==> config.mk <==
export PLATFORM = sky130hd
export DESIGN_NAME = touch_stop_race_timer_core
export DESIGN_NICKNAME = d
export VERILOG_FILES = /design/src/hw/rtl/trst_pkg.sv /design/src/hw/rtl/touch_stop_race_timer_core.sv /design/src/hw/rtl/trst_debounce.sv /design/src/hw/rtl/trst_elapsed.sv
export SDC_FILE = /design/constraint.sdc
export NUM_CORES = 1
export LEC_CHECK = 0
export BUFFER_PORTS_ARGS = -buffer_cell sky130_fd_sc_hd__buf_2
export CAP_MARGIN = 20
export CORE_UTILIZATION = 45
export DETAILED_ROUTE_END_ITERATION = 8
export SYNTH_ARGS = -nofsm -noshare
export SYNTH_HDL_FRONTEND = slang
export SYNTH_HIERARCHICAL = 1
export SYNTH_SLANG_ARGS = --single-unit
==> constraint.sdc <==
create_clock -name clk -period 6.4 [get_ports clk]
set_clock_uncertainty 0.2 [all_clocks]
set_input_delay 0.32 -clock clk [delete_from_list [all_inputs] [get_ports clk]]
set_output_delay 0.32 -clock clk [all_outputs]
set_load 0.01 [all_outputs]
==> src/hw/rtl/trst_pkg.sv <==
// types and constants of the touch stop race timer
`default_nettype none

package trst_pkg;

	typedef enum logic [1:0] {
		MODE_STOP      = 2'd0,
		MODE_COUNTDOWN = 2'd1,
		MODE_TIMING    = 2'd2
	} mode_t;

	typedef enum logic [1:0] {
		CFG_TOUCH_THRESHOLD   = 2'd0,
		CFG_COUNTDOWN_SECONDS = 2'd1,
		CFG_POLL_INTERVAL_MS  = 2'd2,
		CFG_TICKS_PER_SECOND  = 2'd3
	} cfg_index_t;

	localparam int unsigned CFG_DATA_W = 16;

	localparam logic [15:0] RST_TOUCH_THRESHOLD   = 16'd10000;
	localparam logic [3:0]  RST_COUNTDOWN_SECONDS = 4'd5;
	localparam logic [7:0]  RST_POLL_INTERVAL_MS  = 8'd10;
	localparam logic [15:0] RST_TICKS_PER_SECOND  = 16'd1000;

	localparam logic [3:0] DIGIT_MAX   = 4'd9;
	localparam logic [5:0] SECONDS_MAX = 6'd59;
	localparam logic [6:0] MINUTES_MAX = 7'd99;

	typedef struct packed {
		logic        ms_tick;
		logic [15:0] touch_sample;
		logic        start_switch_level;
		logic        clear_switch_level;
	} poll_item_t;

	typedef struct packed {
		logic [1:0]  mode;
		logic [3:0]  countdown_digit;
		logic        go_shown;
		logic [3:0]  millis_digit;
		logic [3:0]  tens_ms_digit;
		logic [3:0]  hundreds_ms_digit;
		logic [5:0]  seconds_count;
		logic [6:0]  minutes_count;
		logic [7:0]  event_count;
		logic        touch_stopped;
	} result_item_t;

	typedef struct packed {
		logic [3:0] ms;
		logic [3:0] tms;
		logic [3:0] hms;
		logic [5:0] secs;
		logic [6:0] mins;
	} elapsed_t;

	// verified presses from the switch debouncer
	typedef struct packed {
		logic start_verified;
		logic clear_verified;
	} press_evt_t;

endpackage

`default_nettype wire

==> src/hw/rtl/touch_stop_race_timer_core.sv <==
// top level of the touch stop race timer
// one poll item in, one result item out. an accepted item lands in an input register;
// once the output register is free, the stopwatch state is updated from it and the result is
// written to an output register; a new item is taken every cycle while the result side keeps
// up, so the sustained rate is one item per clock, and result valid comes from the output
// register. ready on the poll side follows result_ready through the two registers. the
// registers are written through cfg_we / cfg_index / cfg_data and should change only while
// no item is in flight. the result shows the state after its item: mode, countdown digit,
// go and touch strobes, elapsed digits and the stop event count
`default_nettype none

module touch_stop_race_timer_core
	import trst_pkg::*;
(
	input  wire logic                  clk,
	input  wire logic                  arst_n,
	// poll items
	input  wire logic                  poll_valid,
	output logic                       poll_ready,
	input  wire poll_item_t            poll,
	// result items
	output logic                       result_valid,
	input  wire logic                  result_ready,
	output result_item_t               result,
	// register writes
	input  wire logic                  cfg_we,
	input  wire cfg_index_t            cfg_index,
	input  wire logic [CFG_DATA_W-1:0] cfg_data
);

	// configuration registers
	logic [15:0] touch_threshold_q;
	logic [3:0]  countdown_seconds_q;
	logic [7:0]  poll_interval_ms_q;
	logic [15:0] ticks_per_second_q;

	// input stage
	logic       valid_s1;
	poll_item_t item_s1;

	// output stage
	logic         result_valid_q;
	result_item_t result_q;

	// stopwatch state
	mode_t       mode_q;
	logic [15:0] baseline_q;
	logic        pending_q;
	logic [7:0]  events_q;
	logic [7:0]  poll_cnt_q;
	logic [15:0] cd_ticks_q;
	logic [4:0]  cd_remain_q;

	// next state and strobes
	mode_t       mode_d;
	logic [15:0] baseline_d;
	logic        pending_d;
	logic [7:0]  events_d;
	logic [7:0]  poll_cnt_d;
	logic [15:0] cd_ticks_d;
	logic [4:0]  cd_remain_d;
	logic [3:0]  digit;
	logic        go;
	logic        touched;

	logic        advance_s1;
	logic        fire;
	logic        start_pressed;
	logic        clear_pressed;
	logic [7:0]  interval;
	logic [7:0]  poll_cnt_inc;
	logic        poll_hit;
	logic [15:0] tps;
	logic [15:0] cd_ticks_inc;
	logic        sec_hit;
	logic        capture;
	logic        timing_test;
	logic [16:0] upper_bound;
	logic [16:0] sample_plus;
	press_evt_t  press;
	elapsed_t    elapsed_d;

	// handshake: the output register frees the input register, which frees the port
	assign advance_s1   = ~result_valid_q | result_ready;
	assign fire         = valid_s1 & advance_s1;
	assign poll_ready   = ~valid_s1 | advance_s1;
	assign result_valid = result_valid_q;
	assign result       = result_q;

	// switches are active low
	assign start_pressed = ~item_s1.start_switch_level;
	assign clear_pressed = ~item_s1.clear_switch_level;

	// stop mode: debounce poll every interval ticks, a zero interval acts as one
	assign interval     = (poll_interval_ms_q == '0) ? 8'd1 : poll_interval_ms_q;
	assign poll_cnt_inc = poll_cnt_q + 8'd1;
	assign poll_hit     = (mode_q == MODE_STOP) & item_s1.ms_tick & (poll_cnt_inc >= interval);

	// countdown: one second is tps ticks, zero acts as one
	assign tps          = (ticks_per_second_q == '0) ? 16'd1 : ticks_per_second_q;
	assign cd_ticks_inc = cd_ticks_q + 16'd1;
	assign sec_hit      = (mode_q == MODE_COUNTDOWN) & item_s1.ms_tick & (cd_ticks_inc >= tps);

	// timing: the first item captures the baseline, the rest are tested for a touch
	assign capture     = (mode_q == MODE_TIMING) & pending_q;
	assign timing_test = (mode_q == MODE_TIMING) & ~pending_q;
	assign upper_bound = {1'b0, baseline_q} + {1'b0, touch_threshold_q};
	assign sample_plus = {1'b0, item_s1.touch_sample} + {1'b0, touch_threshold_q};
	assign touched     = timing_test &
		(({1'b0, item_s1.touch_sample} > upper_bound) | (sample_plus < {1'b0, baseline_q}));

	trst_debounce u_debounce (
		.clk           (clk),
		.arst_n        (arst_n),
		.poll_en       (fire & poll_hit),
		.start_pressed (start_pressed),
		.clear_pressed (clear_pressed),
		.evt           (press)
	);

	trst_elapsed u_elapsed (
		.clk       (clk),
		.arst_n    (arst_n),
		.update_en (fire),
		.clear     (capture),
		.advance   (timing_test & item_s1.ms_tick),
		.digits_d  (elapsed_d)
	);

	always_comb begin
		mode_d      = mode_q;
		baseline_d  = baseline_q;
		pending_d   = pending_q;
		events_d    = events_q;
		poll_cnt_d  = poll_cnt_q;
		cd_ticks_d  = cd_ticks_q;
		cd_remain_d = cd_remain_q;
		go          = 1'b0;
		digit       = '0;
		unique case (mode_q)
			MODE_STOP: begin
				if (item_s1.ms_tick) poll_cnt_d = poll_hit ? 8'd0 : poll_cnt_inc;
				if (press.start_verified) begin
					mode_d      = MODE_COUNTDOWN;
					cd_ticks_d  = '0;
					cd_remain_d = {1'b0, countdown_seconds_q} + 5'd1;
				end
				if (press.clear_verified) events_d = '0;
			end
			MODE_COUNTDOWN: begin
				if (item_s1.ms_tick) cd_ticks_d = sec_hit ? 16'd0 : cd_ticks_inc;
				if (sec_hit) begin
					if (cd_remain_q != '0) cd_remain_d = cd_remain_q - 5'd1;
					if (cd_remain_d == '0) begin
						mode_d    = MODE_TIMING;
						pending_d = 1'b1;
						go        = 1'b1;
					end
				end
				// blank while remaining exceeds the configured digits
				if (!go && (cd_remain_d <= {1'b0, countdown_seconds_q}))
					digit = cd_remain_d[3:0];
			end
			MODE_TIMING: begin
				if (capture) begin
					baseline_d = item_s1.touch_sample;
					pending_d  = 1'b0;
				end else if (touched) begin
					mode_d     = MODE_STOP;
					poll_cnt_d = '0;
					events_d   = events_q + 8'd1;
				end
			end
			default: begin
				mode_d     = MODE_STOP;
				poll_cnt_d = '0;
			end
		endcase
	end

	// configuration writes
	always_ff @(posedge clk or negedge arst_n) begin
		if (!arst_n) begin
			touch_threshold_q   <= RST_TOUCH_THRESHOLD;
			countdown_seconds_q <= RST_COUNTDOWN_SECONDS;
			poll_interval_ms_q  <= RST_POLL_INTERVAL_MS;
			ticks_per_second_q  <= RST_TICKS_PER_SECOND;
		end else if (cfg_we) begin
			unique case (cfg_index)
				CFG_TOUCH_THRESHOLD:   touch_threshold_q   <= cfg_data[15:0];
				CFG_COUNTDOWN_SECONDS: countdown_seconds_q <= cfg_data[3:0];
				CFG_POLL_INTERVAL_MS:  poll_interval_ms_q  <= cfg_data[7:0];
				CFG_TICKS_PER_SECOND:  ticks_per_second_q  <= cfg_data[15:0];
				default: ;
			endcase
		end
	end

	// input register
	always_ff @(posedge clk or negedge arst_n) begin
		if (!arst_n) begin
			valid_s1 <= 1'b0;
		end else if (poll_ready) begin
			valid_s1 <= poll_valid;
		end
	end

	always_ff @(posedge clk) begin
		if (poll_ready && poll_valid) item_s1 <= poll;
	end

	// stopwatch state, advanced once per item
	always_ff @(posedge clk or negedge arst_n) begin
		if (!arst_n) begin
			mode_q      <= MODE_STOP;
			baseline_q  <= '0;
			pending_q   <= 1'b0;
			events_q    <= '0;
			poll_cnt_q  <= '0;
			cd_ticks_q  <= '0;
			cd_remain_q <= '0;
		end else if (fire) begin
			mode_q      <= mode_d;
			baseline_q  <= baseline_d;
			pending_q   <= pending_d;
			events_q    <= events_d;
			poll_cnt_q  <= poll_cnt_d;
			cd_ticks_q  <= cd_ticks_d;
			cd_remain_q <= cd_remain_d;
		end
	end

	// output register
	always_ff @(posedge clk or negedge arst_n) begin
		if (!arst_n) begin
			result_valid_q <= 1'b0;
		end else if (advance_s1) begin
			result_valid_q <= valid_s1;
		end
	end

	always_ff @(posedge clk) begin
		if (fire) begin
			result_q.mode              <= mode_d;
			result_q.countdown_digit   <= digit;
			result_q.go_shown          <= go;
			result_q.millis_digit      <= elapsed_d.ms;
			result_q.tens_ms_digit     <= elapsed_d.tms;
			result_q.hundreds_ms_digit <= elapsed_d.hms;
			result_q.seconds_count     <= elapsed_d.secs;
			result_q.minutes_count     <= elapsed_d.mins;
			result_q.event_count       <= events_d;
			result_q.touch_stopped     <= touched;
		end
	end

endmodule

`default_nettype wire

==> src/hw/rtl/trst_debounce.sv <==
// two-poll debouncer for the start and clear switches
`default_nettype none

module trst_debounce
	import trst_pkg::*;
(
	input  wire logic       clk,
	input  wire logic       arst_n,
	input  wire logic       poll_en,
	input  wire logic       start_pressed,
	input  wire logic       clear_pressed,
	output press_evt_t      evt
);

	typedef enum logic [1:0] {
		PH_IDLE     = 2'd0,
		PH_EDGE     = 2'd1,
		PH_VERIFIED = 2'd2
	} phase_t;

	phase_t phase_q;
	phase_t phase_d;
	logic   any_pressed;

	assign any_pressed = start_pressed | clear_pressed;

	always_comb begin
		phase_d            = phase_q;
		evt.start_verified = 1'b0;
		evt.clear_verified = 1'b0;
		unique case (phase_q)
			PH_IDLE: begin
				if (any_pressed) phase_d = PH_EDGE;
			end
			PH_EDGE: begin
				if (any_pressed) begin
					phase_d            = PH_VERIFIED;
					evt.start_verified = poll_en & start_pressed;
					evt.clear_verified = poll_en & ~start_pressed;
				end else begin
					phase_d = PH_IDLE;
				end
			end
			PH_VERIFIED: begin
				// stays verified only while both are held
				if (!start_pressed || !clear_pressed) phase_d = PH_IDLE;
			end
			default: begin
				phase_d = PH_IDLE;
			end
		endcase
	end

	always_ff @(posedge clk or negedge arst_n) begin
		if (!arst_n) begin
			phase_q <= PH_IDLE;
		end else if (poll_en) begin
			phase_q <= phase_d;
		end
	end

endmodule

`default_nettype wire

==> src/hw/rtl/trst_elapsed.sv <==
// decimal elapsed time counter: ms, tens, hundreds, seconds, minutes
`default_nettype none

module trst_elapsed
	import trst_pkg::*;
(
	input  wire logic       clk,
	input  wire logic       arst_n,
	input  wire logic       update_en,
	input  wire logic       clear,
	input  wire logic       advance,
	output elapsed_t        digits_d
);

	elapsed_t digits_q;

	always_comb begin
		digits_d = digits_q;
		if (clear) begin
			digits_d = '0;
		end else if (advance) begin
			if (digits_q.ms < DIGIT_MAX) begin
				digits_d.ms = digits_q.ms + 4'd1;
			end else begin
				digits_d.ms = '0;
				if (digits_q.tms < DIGIT_MAX) begin
					digits_d.tms = digits_q.tms + 4'd1;
				end else begin
					digits_d.tms = '0;
					if (digits_q.hms < DIGIT_MAX) begin
						digits_d.hms = digits_q.hms + 4'd1;
					end else begin
						digits_d.hms = '0;
						if (digits_q.secs < SECONDS_MAX) begin
							digits_d.secs = digits_q.secs + 6'd1;
						end else begin
							digits_d.secs = '0;
							// minutes wrap at 100
							if (digits_q.mins < MINUTES_MAX)
								digits_d.mins = digits_q.mins + 7'd1;
							else
								digits_d.mins = '0;
						end
					end
				end
			end
		end
	end

	always_ff @(posedge clk or negedge arst_n) begin
		if (!arst_n) begin
			digits_q <= '0;
		end else if (update_en) begin
			digits_q <= digits_d;
		end
	end

endmodule

`default_nettype wire

* After elaboration in Yosys (flattened, before gate mapping) *
Index checks and enable logic that the tools add are counted.

cells by class
  $lt $le $gt $ge = 10
  mux-type cells = 52
  equal/unequal tests = 17
  add/sub/neg operators = 12
  bitwise logic cells = 22
  reduce and logical (&&, ||, !) cells = 24

operators by type and width
  cell                                           count
  two-way mux 16 bit                             4
  two-way mux 8 bit                              8
  two-way mux 25 bit                             2
  adder 16 x 16 -> 17 bit                        2
  case mux 16 bit (2 select lines)               1
  two-way mux 5 bit                              6
  case mux 8 bit (3 select lines)                1
  two-way mux 21 bit                             1
  two-way mux 2 bit                              10
  > comparator 16 x 17 -> 1 bit                  1
  < comparator 17 x 16 -> 1 bit                  1
  two-way mux 17 bit                             1
  adder 16 x 1 -> 16 bit, second input constant  1
  adder 8 x 1 -> 8 bit, second input constant    2
  greater-or-equal comparator 16 bit             1
  zero test 16 bit                               1
  case mux 8 bit (2 select lines)                1
  two-way mux 7 bit                              2
  != test 2 bit, second input constant           7
  two-way mux 13 bit                             1
  adder 4 x 1 -> 4 bit, second input constant    3
  AND 1 bit                                      12
  < comparator 4 bit, second input constant      3
  two-way mux 4 bit                              3
  other kinds (30)                               62

storage, ports and cells
  input bits = 42
  register bits = 189
  output and inout bits = 43

* Depth between registers and ports, before layout *
  word-level depth = 13
  mapped depth = 21
  depth with buffers taken out = 21

* Modules after synthesis *
The synthesis kept the hierarchy.

by module, submodules not included
  module                      seq. area each (µm²)  times used  cells each  area an instance (µm²)
  touch_stop_race_timer_core  4372.9                1           894         9710.6
  trst_elapsed                625.6                 1           238         1956.9
  trst_debounce               50.0                  1           13          122.6

* Least setup slack after synthesis *
No wires, ideal clock.

  kind = register -> register
  from = reg touch_threshold_q[0]
  to = reg poll_cnt_q[1]
  library setup time = 0.125 ns
  path buffers = 0
  stages on the path, launching flop included = 19
  required time = 6.075 ns
  arrival = 4.307 ns
  slack = 1.768 ns
  cell sequence = dfrtp_1 > ha_1 > fa_1 > a21oi_1 > o21bai_1 > nor3_1 > o31ai_1 > a211oi_1 > o21bai_1 > a21oi_1 > xor2_1 > ha_1 > a21o_1 > a211o_1 > a2111oi_1 > nor3_2 > o31ai_2 > a21oi_4 > mux2_2

between the ends
  cells in the longest elaborated chain, start to end = 6

RTL lines
  what                                                                                   line                                                                  text
  start, declared                                                                        touch_stop_race_timer_core.sv:32                                      logic [15:0] touch_threshold_q;
  start signal, assigned                                                                 touch_stop_race_timer_core.sv:190                                     CFG_TOUCH_THRESHOLD: touch_threshold_q <= cfg_data[15:0];
  adder 16 x 16 -> 17 bit, on equally long branches                                      touch_stop_race_timer_core.sv:107, touch_stop_race_timer_core.sv:108
  > comparator 16 x 17 -> 1 bit / < comparator 17 x 16 -> 1 bit (equally long branches)  touch_stop_race_timer_core.sv:110                                     (({1'b0, item_s1.touch_sample} > upper_bound) | (sample_plus < {1'b0, baseline_q}));
  bitwise OR 1 bit (*)                                                                   touch_stop_race_timer_core.sv:110
  AND 1 bit (*)                                                                          touch_stop_race_timer_core.sv:109                                     assign touched = timing_test &
  != test 2 bit (no source line) (*)                                                     --
  AND reduction 5 bit (no source line) (*)                                               --
  end signal, assigned                                                                   touch_stop_race_timer_core.sv:227                                     poll_cnt_q <= poll_cnt_d;
  end, declared                                                                          touch_stop_race_timer_core.sv:50                                      logic [7:0] poll_cnt_q;

Mark *: on every way between the ends. The rest lies on a longest branch, timed or not.
A chain may end at the register's enable or synchronous reset.

* Final worst setup path *
  from = reg touch_threshold_q[0]
  to = reg result_q (netlist bit result[5]), data pin

between the ends
  cells in the longest elaborated chain, start to end = 7

RTL lines
  what                                                                                   line                                                                  text
  adder 16 x 16 -> 17 bit, on equally long branches                                      touch_stop_race_timer_core.sv:107, touch_stop_race_timer_core.sv:108
  > comparator 16 x 17 -> 1 bit / < comparator 17 x 16 -> 1 bit (equally long branches)  touch_stop_race_timer_core.sv:110
  bitwise OR 1 bit (*)                                                                   touch_stop_race_timer_core.sv:110
  AND 1 bit (*)                                                                          touch_stop_race_timer_core.sv:109
  two-way mux 8 bit (*)                                                                  touch_stop_race_timer_core.sv:168                                     end else if (touched) begin
  two-way mux 8 bit (*)                                                                  touch_stop_race_timer_core.sv:165                                     if (capture) begin
  case mux 8 bit (2 select lines) (*)                                                    touch_stop_race_timer_core.sv:140                                     unique case (mode_q)
  net events_d[4]                                                                        touch_stop_race_timer_core.sv:58                                      logic [7:0] events_d;
  end, declared                                                                          touch_stop_race_timer_core.sv:43                                      result_item_t result_q;

Mark *: on every way through the listed nets, which the timed path passes. The rest lies on a longest branch.

==> metrics.txt <==
Layout fillers 2,310; worst path required time 6.48 ns; Pre-antenna DRT Iters 5; CP cell instances ha_1 -> fa_1 -> a21oi_1 -> o21bai_1 -> nor3_1 -> o31ai_1 -> a211oi_1 -> o21bai_1 -> a21oi_1 -> xor2_1 -> ha_1 -> a21o_1 -> a211o_1 -> a2111oi_1 -> nor3_2 -> or2_1 -> nand3_1 -> mux2i_1; max cap viols 0; origin of the critical flop-to-flop path touch_threshold_q[0]$_DFFE_PN0P_; Initial Util 0.463; wl on met1 13,100 um; setup TNS 0 ns; Max transition margin 0.384; Critical path origin touch_threshold_q[0]$_DFFE_PN0P_; top post-synthesis cells by area dfrtp_1 24%, edfxtp_1 15%, ha_1 11%; drt total wl 26,900 um; Horiz. Die Dim 164 um; number of synthesized register bits 189; top cell type's share of synthesized area 0.242; Rows 58; YS warnings 6; RD Place Congestion 0.871; Layout area overhead 14.5%; Flop pwr share 0.436; Die Ht 164 um; hold_buf cts 35; Reg2Reg Depth 18; synthesized area 11,800 um2; clk root buf clkbuf_16; internal reg-to-reg setup slack 1.34 ns; clk sink count 189; count of different cell masters after synthesis 90; Worst path depth 18; global-route wire length before repair 44,800 um; fraction of layout cells with a size suffix above 1 0.179; crit path time final 5.06 ns; Hold WS 0.0141 ns; DR DRC count 0; GRT Resource Usage Total 0.211; clk_lat worst skew 0.44 ns; Final Setup Violations 0; Worst Tran Pin Value 0.923 ns; CTS Buffer Depth 2; IO Port Bufs 84; Core Area 25,500 um2; initial DRC count 583; main flop type after synthesis dfrtp_1; Congestion Overflow GR 0; initial antenna violation count 0; syn nets 1,293; CTS buffer count 17; Crit Path Class reg2reg; Crit path max-delay family compound AO/OA/AOI/OAI gates; post-CTS setup buffers 0; CTS tree built; pin count of the biggest net entering global routing 82; largest area contributor in the netlist dfrtp_1; clock share of power 0.303; fin. max-slew vios 0; CP max stage delay 0.42 ns; CP Max Fanout 11; status complete, no violations; Async SR Flop Fraction 0.683; sequential share of the synthesized area 0.428; Final Hold Violating Endpoints 0; Max Freq 197 MHz; CTS H-Tree Depth 4; # resized after CTS 0; Power Internal 2330 uW; antenna viol nets, final 0; top sig layer met4; RSZ-0062 raised after global routing false; die area 26,900 um2; metal3 WL 808 um; Clk pin slew, worst setup/hold paths 0.08 ns; crit path capture result[5]$_DFFE_PP_; part of the power in combinational logic 0.261; final critical-path share of the clock period 0.791; HP Class in2reg; worst path bufs/invs 0; Pwr Density 256 nW/um2; CP arrival 5.14 ns; vias per std cell 5.59; number of synthesized flops with an enable pin 60; Critical Path Source Type flop; Max VDD drop 0.000143 V; # IOs 85; nets@finish 1,407; Sw Pwr 1120 uW; Net Sw Frac 0.323; routed wire length per instance 16.8 um; Critical Path End Type flop; Mapped Avg Cell Area 10.3 um2; reg-to-reg endpoint result[5]$_DFFE_PP_; diodes inserted 0; vias in the first global route 8,757; hpwl dp 19,500 um; Leak 0.00593 uW; Critical-path top delay cell a2111oi_1; via count 8,950; Mapped Cells 1,145; met2 WL 12,700 um
[worst min-delay path, stage by stage]
cell and delay [ns]:
buf_2 0.15, nand2_1 0.07, o21ai_0 0.07
[cells by family (layout without fill, tap and decap cells)]
kind of cell	count (synthesis)	in the layout	synth area share
AOI/OAI and AO/OA	265	265	0.156
xor gates and xnor gates	52	52	0.0386
adders and majority gates	106	106	0.114
buffers and inverters	114	241	0.0381
DFF	189	189	0.428
muxes	78	78	0.0734
and+or+nand+nor	341	341	0.152
[layout make-up]
class	count	area, um2	area share
clock inverter	13	119	0.00880
tap	330	413	0.0306
sequential	189	5050	0.374
multi-input combinational	842	6300	0.466
inverter	82	308	0.0228
clock buffer	19	454	0.0336
timing repair buffer	127	861	0.0638
[layer usage]
metal  GRT usage  up-vias
met5           0        -
li1            -     4431
met3      0.0293       25
met1       0.291     4328
met4      0.0446        0
met2       0.351      166
[synth_stat cells, drive strengths merged (10+ instances only)]
cell type	number
nand2b	29
o21ai	50
xnor2	34
and2	16
mux2i	10
dfstp	15
nand3	38
o31ai	10
clkbuf	20
nand2	89
a211oi	11
buf	12
and3	12
nand4	11
nor2	58
ha	104
xor2	18
inv	82
a21o	24
nor2b	18
mux2	68
nor3	25
o21a	11
o211ai	10
dfrtp	114
a21oi	62
edfxtp	60
[layout by cell type, fill, tap and decap left out, types with 35 or more instances in the layout]
| cell | instances |
|---|---|
| nand2_1 | 88 |
| nor2_1 | 57 |
| a21oi_1 | 61 |
| inv_1 | 80 |
| edfxtp_1 | 60 |
| dlygate4sd3_1 | 35 |
| dfrtp_1 | 114 |
| nand3_1 | 38 |
| buf_2 | 83 |
| mux2_2 | 67 |
| o21ai_0 | 35 |
| ha_1 | 104 |
[metrics by stage]
step                      instance area, um2  std cells  total power [uW]   util  worst slack [ns]
after floorplan                        11800       1145              2160      -              1.77
after global placement                 12500       1533              2390  0.492              1.42
after detailed placement               12500       1533              2400  0.492              1.39
after CTS                              13500       1600              3480  0.528              1.36
after global routing                   13500       1602              3670  0.530             0.889
final                                  13500       1602              3450  0.530              1.34
[power groups by stage]
| stage | logic [uW] | clock network, uW | registers [uW] |
|---|---|---|---|
| detailed placement | 876 | 0 | 1530 |
| global placement | 862 | 0 | 1530 |
| floorplan | 666 | 0 | 1490 |
| global route | 1030 | 1120 | 1520 |
| finish | 900 | 1050 | 1500 |
| CTS | 901 | 1080 | 1510 |
[worst min path at each step]
stage	startpoint	end	slack, ns	cells after the start
4_1_cts	cfg_data[1]	touch_threshold_q[1]$_DFFE_PN0P_	0.003	3
5_1_grt	cfg_data[2]	ticks_per_second_q[2]$_DFFE_PN0P_	0.03	2
3_3_place_gp	arst_n	cd_ticks_q[0]$_DFFE_PN0P_	0.24	1
2_1_floorplan	arst_n	baseline_q[0]$_DFFE_PN0P_	-0.18	0
6_report	cfg_data[1]	touch_threshold_q[1]$_DFFE_PN0P_	0.01	3
3_5_place_dp	arst_n	cd_ticks_q[1]$_DFFE_PN0P_	0.24	1
[sequential cells by signal (all words and copies together), names as in the netlist, 16 cells and up]
| name | count |
|---|---|
| item_s1 | 19 |
| u_elapsed/digits_q | 25 |
| ticks_per_second_q | 16 |
| cd_ticks_q | 16 |
| result | 41 |
| touch_threshold_q | 16 |
| baseline_q | 16 |
No activity file was read; power rests on OpenSTA's default activity.
